**src/sv/dtc_pkg.sv**
```systemverilog
// ----------------------------------------------------------------------------
// dtc_pkg
// Shared constants and types for the decision tree classifier.
// ----------------------------------------------------------------------------
package dtc_pkg;

    localparam int TREE_DEPTH   = 6;
    localparam int NUM_FEATURES = 16;
    localparam int VALUE_WIDTH  = 32;

    localparam int NODE_COUNT = (1 << TREE_DEPTH) - 1;
    localparam int LEAF_COUNT = 1 << TREE_DEPTH;

    // item field widths
    localparam int OPCODE_W = 2;
    localparam int LEVEL_W  = 3;
    localparam int SLOT_W   = 6;
    localparam int FNUM_W   = 4;
    localparam int LABEL_W  = 8;
    localparam int LEAF_W   = 6;

    localparam int NODE_IDX_W = TREE_DEPTH;
    localparam int LVL_W      = (TREE_DEPTH > 1) ? $clog2(TREE_DEPTH) : 1;
    localparam int FEAT_IDX_W = $clog2(NUM_FEATURES);

    localparam int IN_FIELDS_W  = LEVEL_W + SLOT_W + FNUM_W + VALUE_WIDTH + LABEL_W;
    localparam int IN_TDATA_W   = ((IN_FIELDS_W + 7) / 8) * 8;
    localparam int OUT_FIELDS_W = LABEL_W + LEAF_W;
    localparam int OUT_TDATA_W  = ((OUT_FIELDS_W + 7) / 8) * 8;

    localparam logic [OPCODE_W-1:0] OP_WRITE_NODE    = 2'd0;
    localparam logic [OPCODE_W-1:0] OP_WRITE_LEAF    = 2'd1;
    localparam logic [OPCODE_W-1:0] OP_WRITE_FEATURE = 2'd2;
    localparam logic [OPCODE_W-1:0] OP_CLASSIFY      = 2'd3;

    typedef logic signed [VALUE_WIDTH-1:0] value_t;

    typedef struct packed {
        logic [FNUM_W-1:0] feat;
        value_t            thr;
    } node_entry_t;

endpackage

```
**src/sv/decision_tree_classifier.sv**
```systemverilog
// ----------------------------------------------------------------------------
// decision_tree_classifier
// Complete binary decision tree inference over a stored feature vector.
// ----------------------------------------------------------------------------
// Input stream carries opcode items in tuser: node write, leaf write,
// feature write and classify. Write items are taken one per cycle while the
// input is ready, and complete in the cycle they are accepted; they produce no output.
// A classify item walks the tree from the root, one level per cycle: the
// node table read issued in one cycle is compared against the selected
// feature in the next, which also issues the read for the child node.
// After the last level the leaf class memory is read.
// The input is not ready during the walk and the leaf state, so a new item
// is accepted only after the classify result has been loaded into the
// output register.
// Output is a register: a waiting result does not block the next input
// transfer; only a second result that finds the register still full holds
// the walk in its final state until the receiver takes the first.
// Reset clears control state only; tables are undefined until written.
module decision_tree_classifier (
    input  logic                            clk,
    input  logic                            rst_n,
    input  logic                            s_axis_tvalid,
    output logic                            s_axis_tready,
    // node_level, slot, feature_number, value, leaf_label (low bit up), zero pad
    input  logic [dtc_pkg::IN_TDATA_W-1:0]  s_axis_tdata,
    // opcode
    input  logic [dtc_pkg::OPCODE_W-1:0]    s_axis_tuser,
    output logic                            m_axis_tvalid,
    input  logic                            m_axis_tready,
    // class_label, leaf_reached (low bit up), zero pad
    output logic [dtc_pkg::OUT_TDATA_W-1:0] m_axis_tdata
);
    import dtc_pkg::*;

    localparam logic [1:0] ST_IDLE = 2'd0;
    localparam logic [1:0] ST_WALK = 2'd1;
    localparam logic [1:0] ST_LEAF = 2'd2;

    // input field unpacking
    logic [LEVEL_W-1:0] in_level;
    logic [SLOT_W-1:0]  in_slot;
    logic [FNUM_W-1:0]  in_fnum;
    value_t             in_value;
    logic [LABEL_W-1:0] in_label;

    assign in_level = s_axis_tdata[LEVEL_W-1:0];
    assign in_slot  = s_axis_tdata[LEVEL_W +: SLOT_W];
    assign in_fnum  = s_axis_tdata[LEVEL_W+SLOT_W +: FNUM_W];
    assign in_value = s_axis_tdata[LEVEL_W+SLOT_W+FNUM_W +: VALUE_WIDTH];
    assign in_label = s_axis_tdata[LEVEL_W+SLOT_W+FNUM_W+VALUE_WIDTH +: LABEL_W];

    logic [1:0]             state_reg, state_next;
    logic [LVL_W-1:0]       lvl_reg, lvl_next;
    logic [TREE_DEPTH-1:0]  row_reg, row_next;
    logic [NODE_IDX_W-1:0]  idx_reg, idx_next;
    logic                   out_valid_reg, out_valid_next;
    logic [LABEL_W-1:0]     out_label_reg;
    logic [LEAF_W-1:0]      out_leaf_reg;

    logic in_xfer;
    logic out_free;
    logic last_level;
    logic go_right;
    logic [TREE_DEPTH-1:0] child_row;
    logic [NODE_IDX_W-1:0] child_idx;
    value_t                feat_val;

    // node table ports
    logic                  node_we;
    logic [NODE_IDX_W-1:0] node_waddr;
    node_entry_t           node_wdata;
    logic                  node_re;
    logic [NODE_IDX_W-1:0] node_raddr;
    node_entry_t           node_q;

    // leaf table and feature registers
    logic [LABEL_W-1:0] leaf_mem [LEAF_COUNT];
    logic [LABEL_W-1:0] leaf_q;
    logic               leaf_re;
    value_t             feat_store [NUM_FEATURES];

    assign s_axis_tready = (state_reg == ST_IDLE);
    assign in_xfer       = s_axis_tvalid && s_axis_tready;
    assign out_free      = !out_valid_reg || m_axis_tready;

    // ---------------- writes ----------------
    always_comb
    begin
        node_we    = 1'b0;
        node_waddr = NODE_IDX_W'((1 << in_level) - 1 + int'(in_slot));
        node_wdata = '{feat: in_fnum, thr: in_value};
        if (in_xfer && s_axis_tuser == OP_WRITE_NODE &&
            int'(in_level) < TREE_DEPTH && (int'(in_slot) >> in_level) == 0)
        begin
            node_we = 1'b1;
        end
    end

    always_ff @(posedge clk)
    begin
        if (in_xfer && s_axis_tuser == OP_WRITE_LEAF && int'(in_slot) < LEAF_COUNT)
        begin
            leaf_mem[in_slot[TREE_DEPTH-1:0]] <= in_label;
        end
        if (leaf_re)
        begin
            leaf_q <= leaf_mem[child_row];
        end
    end

    always_ff @(posedge clk)
    begin
        if (in_xfer && s_axis_tuser == OP_WRITE_FEATURE && int'(in_fnum) < NUM_FEATURES)
        begin
            feat_store[in_fnum[FEAT_IDX_W-1:0]] <= in_value;
        end
    end

    // ---------------- walk ----------------
    always_comb
    begin
        feat_val = '0;
        if (int'(node_q.feat) < NUM_FEATURES)
        begin
            feat_val = feat_store[node_q.feat[FEAT_IDX_W-1:0]];
        end
    end

    assign go_right   = (feat_val > node_q.thr);
    assign last_level = (lvl_reg == LVL_W'(TREE_DEPTH - 1));
    assign child_row  = {row_reg[TREE_DEPTH-2:0], go_right};
    // heap order: children of node i are 2i+1 and 2i+2
    assign child_idx  = {idx_reg[NODE_IDX_W-2:0], 1'b1} + NODE_IDX_W'(go_right);

    assign node_re    = (in_xfer && s_axis_tuser == OP_CLASSIFY) ||
                        (state_reg == ST_WALK && !last_level);
    assign node_raddr = (state_reg == ST_IDLE) ? '0 : child_idx;
    assign leaf_re    = (state_reg == ST_WALK) && last_level;

    dtc_node_mem u_node_mem (
        .clk   (clk),
        .we    (node_we),
        .waddr (node_waddr),
        .wdata (node_wdata),
        .re    (node_re),
        .raddr (node_raddr),
        .rdata (node_q)
    );

    always_comb
    begin
        state_next     = state_reg;
        lvl_next       = lvl_reg;
        row_next       = row_reg;
        idx_next       = idx_reg;
        out_valid_next = out_valid_reg && !m_axis_tready;
        case (state_reg)
            ST_IDLE:
            begin
                if (in_xfer && s_axis_tuser == OP_CLASSIFY)
                begin
                    state_next = ST_WALK;
                    lvl_next   = '0;
                    row_next   = '0;
                    idx_next   = '0;
                end
            end
            ST_WALK:
            begin
                row_next = child_row;
                idx_next = child_idx;
                lvl_next = lvl_reg + 1'b1;
                if (last_level)
                begin
                    state_next = ST_LEAF;
                end
            end
            ST_LEAF:
            begin
                if (out_free)
                begin
                    out_valid_next = 1'b1;
                    state_next     = ST_IDLE;
                end
            end
            default:
            begin
                state_next = ST_IDLE;
            end
        endcase
    end

    always_ff @(posedge clk or negedge rst_n)
    begin
        if (!rst_n)
        begin
            state_reg     <= ST_IDLE;
            lvl_reg       <= '0;
            row_reg       <= '0;
            idx_reg       <= '0;
            out_valid_reg <= 1'b0;
        end
        else
        begin
            state_reg     <= state_next;
            lvl_reg       <= lvl_next;
            row_reg       <= row_next;
            idx_reg       <= idx_next;
            out_valid_reg <= out_valid_next;
        end
    end

    always_ff @(posedge clk)
    begin
        if (state_reg == ST_LEAF && out_free)
        begin
            out_label_reg <= leaf_q;
            out_leaf_reg  <= LEAF_W'(row_reg);
        end
    end

    assign m_axis_tvalid = out_valid_reg;
    assign m_axis_tdata  = OUT_TDATA_W'({out_leaf_reg, out_label_reg});

`ifndef ASSERT_OFF
    a_walk_level_range: assert property (@(posedge clk) disable iff (!rst_n)
        state_reg == ST_WALK |-> lvl_reg <= LVL_W'(TREE_DEPTH - 1))
        else $error("walk level beyond tree depth");

    a_classify_starts_at_root: assert property (@(posedge clk) disable iff (!rst_n)
        in_xfer && s_axis_tuser == OP_CLASSIFY |=>
        state_reg == ST_WALK && lvl_reg == '0 && row_reg == '0 && idx_reg == '0)
        else $error("classify did not start at root");

    a_leaf_delivers: assert property (@(posedge clk) disable iff (!rst_n)
        state_reg == ST_LEAF && out_free |=> out_valid_reg && state_reg == ST_IDLE)
        else $error("finished walk not loaded into output");

    a_no_node_rw_overlap: assert property (@(posedge clk) disable iff (!rst_n)
        !(node_we && node_re))
        else $error("node table written during walk");
`endif

endmodule

```
**src/sv/dtc_node_mem.sv**
```systemverilog
// ----------------------------------------------------------------------------
// dtc_node_mem
// Node table: feature index and threshold per tree node, heap ordered,
// one write port, one read port with registered read data.
// ----------------------------------------------------------------------------
module dtc_node_mem (
    input  logic                            clk,
    input  logic                            we,
    input  logic [dtc_pkg::NODE_IDX_W-1:0]  waddr,
    input  dtc_pkg::node_entry_t            wdata,
    input  logic                            re,
    input  logic [dtc_pkg::NODE_IDX_W-1:0]  raddr,
    output dtc_pkg::node_entry_t            rdata
);
    import dtc_pkg::*;

    node_entry_t mem [NODE_COUNT];
    node_entry_t rdata_reg;

    always_ff @(posedge clk)
    begin
        if (we)
        begin
            mem[waddr] <= wdata;
        end
    end

    always_ff @(posedge clk)
    begin
        if (re)
        begin
            rdata_reg <= mem[raddr];
        end
    end

    assign rdata = rdata_reg;

endmodule
```
**config.mk**
```make
export PLATFORM = sky130hd
export DESIGN_NAME = decision_tree_classifier
export DESIGN_NICKNAME = d
export VERILOG_FILES = /design/src/sv/dtc_pkg.sv /design/src/sv/decision_tree_classifier.sv /design/src/sv/dtc_node_mem.sv
export SDC_FILE = /design/constraint.sdc
export NUM_CORES = 2
export LEC_CHECK = 0
export BUFFER_PORTS_ARGS = -buffer_cell sky130_fd_sc_hd__buf_2
export CAP_MARGIN = 15
export CORE_MARGIN = 5
export CORE_UTILIZATION = 45
export CTS_BUF_LIST = sky130_fd_sc_hd__clkbuf_16
export DETAILED_ROUTE_END_ITERATION = 8
export PLACE_DENSITY = 0.66
export REMOVE_ABC_BUFFERS = 1
export SYNTH_ARGS = -nofsm -noshare
export SYNTH_HDL_FRONTEND = slang
export SYNTH_SLANG_ARGS = --single-unit
export TNS_END_PERCENT = 10
```
**constraint.sdc**
```tcl
create_clock -name clk -period 7.7 [get_ports clk]
set_input_delay 2.31 -clock clk [delete_from_list [all_inputs] [get_ports clk]]
set_output_delay 2.31 -clock clk [all_outputs]
set_load 0.02 [all_outputs]
```
==> results.sh <==
export IMPL_numCtsBuffers=346
export IMPL_regArea_um2=101000
export IMPL_ctsHtreeMaxLevel=5
export IMPL_violations="design-rule violations"
export IMPL_crit_buf_inv=6
export IMPL_grt_usage_pct=25.7
export IMPL_clock_path_buffers=4
export IMPL_critPathArrivalTime_ns=8.22
export IMPL_chipWidth_um=550
export IMPL_finalSetupViolCount=0
export IMPL_synth_top_area_share_pct=76.6
export IMPL_first_pass_iters=9
export IMPL_final_cell_area_um2=151000
export IMPL_routedWlPerCell_um=32.0
export IMPL_multi_input_area_um2=28700
export IMPL_cp_slowest_cell="nor2_4"
export IMPL_grt_pass1_vias=76500
export IMPL_synth_main_ff_cell="edfxtp_1"
export IMPL_placed_cell_area_um2=139000
export IMPL_root_buffer="clkbuf_16"
export IMPL_syn_avg_cell_area_um2=16.5
export IMPL_critPathCaptureType="flop"
export IMPL_r2r_cells=22
export IMPL_path_common_cell="buf_12"
export IMPL_drt_iter0_markers=12500
export IMPL_largest_register_ff_count=2268
export IMPL_worstSetupStartpointType="flop"
export IMPL_skew_ns=0.0734
export IMPL_yosys_warnings=0
export IMPL_netlist_area_um2=131000
export IMPL_crit_required_ns=8.34
export IMPL_hp_start="leaf_q[0]"
export IMPL_place_hpwl_um=229000
export IMPL_grt_max_degree=145
export IMPL_r2r_end="u_node_mem.rdata[33]"
export IMPL_start_util_pct=45.2
export IMPL_criticalPathCategory="flop to flop"
export IMPL_rr_startpoint="u_node_mem.rdata[32]"
export IMPL_synth_edff_count=3350
export IMPL_critPathMaxStageDelay_ns=0.89
export IMPL_row_count=198
export IMPL_rsz0062_at_grt="no"
export IMPL_netlist_top_cells_area="edfxtp_1 77%, mux4_2 5.0%, nand2_1 3.3%, mux2i_1 1.6%, nand3_1 1.5%"
export IMPL_fillCellCount=23200
export IMPL_grt_pass1_wl_um=562000
export IMPL_crit_chain="buf_12, buf_12, mux4_2, mux4_2, ha_1, nand4_2, nor4_1, nand3_1, o2111ai_4, inv_8, ha_4, xnor2_2, nor2_4, buf_12, nor2_4, nand3_1, nand4_1, nand4_1, o41ai_1, buf_4, nor3_1, buf_4"
export IMPL_hold_depth=0
export IMPL_r2r_setup_slack_ns=0.12
export IMPL_crit_start="u_node_mem.rdata[32]"
export IMPL_core_area_um2=291000
export IMPL_drtAntennaViolNets=0
export IMPL_slew_headroom_pct=21.0
export IMPL_ys_types=90
export IMPL_clk_latency_ns=0.94
export IMPL_grt_ovfl_total=0
export IMPL_period_needed_ns=7.58
export IMPL_syn_inst=7968
export IMPL_hold_path_end="out_label_reg[0]"
export IMPL_maxCapViolations=0
export IMPL_clkSinkCount=3367
export IMPL_routed_wl_um=400000
export IMPL_cts_clk_slew_worst_paths_ns=0.06
export IMPL_clock_fmax_mhz=132
export IMPL_via_per_inst=6.33
export IMPL_fp_dieArea_um2=303000
export IMPL_hold_viol=0
export IMPL_cts_tree="done"
export IMPL_synth_area_leader_cell="edfxtp_1"
export IMPL_top_register="u_node_mem.mem"
export IMPL_synth_seq_area_share_pct=76.9
export IMPL_area_delta_synth_final_pct=14.6
export IMPL_antenna_found_initial=40
export IMPL_finalCritPeriodShare_pct=98.4
export IMPL_drcViolationCount=3
export IMPL_place_congestion=0.904
export IMPL_drive_gt1_share_pct=16.8
export IMPL_io_buffers=74
export IMPL_hold_buffers=0
export IMPL_async_flop_share_pct=0.505
export IMPL_drv_slew=0
export IMPL_die_y_um=550
export IMPL_ys_ff_latch=3367
export IMPL_cp_max_fo=23
export IMPL_worstMarginPinSlew_ns=1.18
export IMPL_ios=80
export IMPL_outcome="finished with violations"
export IMPL_via_count=79200
export IMPL_nets=8419
export IMPL_min_path_type="flop to flop"
export IMPL_crit_family="simple AND/OR/NAND/NOR gates"
-- worst register-to-register path: cells and delay by family, from the launching register on --
family | cells | cell delay, ns
mux | 2 | 1.07
simple gates | 9 | 2.89
compound gates | 2 | 0.52
flops | 1 | 0.49
fa+ha+maj | 2 | 0.65
xor+xnor | 1 | 0.32
buf+inv | 6 | 1.36
-- how the worst max path moves through the flow --
| stage | slack (ns) | cells past startpoint | to |
|---|---|---|---|
| floorplan | -40.87 | 18 | u_node_mem.rdata[2] |
| global placement | 0.29 | 20 | u_node_mem.rdata[16] |
| detailed placement | 0.18 | 20 | u_node_mem.rdata[16] |
| global route | 0.0008 | 20 | u_node_mem.rdata[19] |
| CTS | 0.13 | 20 | u_node_mem.rdata[16] |
| finish | 0.12 | 22 | u_node_mem.rdata[33] |
-- layout by cell type, fill, tap and decap left out, drive strengths merged, types with 22 or more instances in the layout --
cell / Yosys / routed
o22ai: 110 / 110
a31oi: 167 / 167
ha: 44 / 44
clkinv: 2 / 146
o21ai: 285 / 285
a221oi: 88 / 88
nand2: 1146 / 1146
nand3: 382 / 382
mux2i: 206 / 206
bufinv: 0 / 27
or3: 37 / 37
a22oi: 26 / 26
a211oi: 48 / 48
nor3: 88 / 88
mux2: 52 / 52
and3: 83 / 83
nor2: 261 / 261
a22o: 31 / 31
mux4: 289 / 289
a21oi: 200 / 200
inv: 50 / 142
diode: 0 / 22
edfxtp: 3350 / 3350
nand4: 74 / 74
o211ai: 55 / 55
buf: 244 / 505
o221ai: 56 / 56
clkbuf: 266 / 350
-- metrics by stage --
step	setup WS (ns)	TNS (ns)	std cells	util, %	hold WS, ns
5_1_grt	0.000756	0	12500	51.7	0.470
6_report	0.122	0	12500	51.8	0.462
3_3_place_gp	0.294	0	11900	47.9	0.468
3_5_place_dp	0.184	0	11900	47.9	0.422
4_1_cts	0.131	0	12500	51.7	0.463
2_1_floorplan	-40.87	-1812.07	7459	-	0.400
-- final cells by class --
type	count	area share [%]
sequential	3367	67.1
multi-input combinational	4040	19.1
clock buffer	350	5.82
tap	3900	3.24
timing repair buffer	505	3.08
clock inverter	269	1.47
inverter	52	0.138
antenna	22	0.0366
-- cell families after synthesis --
group | Yosys count | synth area share [%]
XOR/XNOR | 12 | 0.0800
other | 1 | 0.00285
multiplexers | 547 | 6.97
AND/OR/NAND/NOR | 2142 | 7.12
AO/OA/AOI/OAI | 1292 | 6.64
adder cells (fa/ha/maj) | 45 | 0.434
flip-flops | 3367 | 76.9
buffers and inverters | 562 | 1.84
-- what timing repair did --
action                                  CTS  global route
setup buffers                             0             2
hold endpoints to repair                  0             0
gates resized for setup                   0             3
endpoints found under the setup margin    0            15
-- Yosys cell counts (110+ instances only) --
cell type,count
edfxtp_1,3350
nand2_1,1144
nand3_1,381
mux4_2,289
clkbuf_1,266
nor2_1,258
o21ai_0,236
mux2i_1,206
a21oi_1,198
a31oi_1,167
buf_2,162
o22ai_1,110
-- metal layers --
| layer | track usage [%] | routed length (um) | vias up |
|---|---|---|---|
| li1 | - | - | 32300 |
| met1 | 34.7 | 145000 | 40300 |
| met2 | 39.6 | 183000 | 5517 |
| met3 | 6.47 | 51500 | 1044 |
| met4 | 11.9 | 20900 | 20 |
| met5 | 0 | 140 | - |
Power is not shown: default switching activity piles up to over one toggle a cycle in this logic, so the estimate is an artifact.
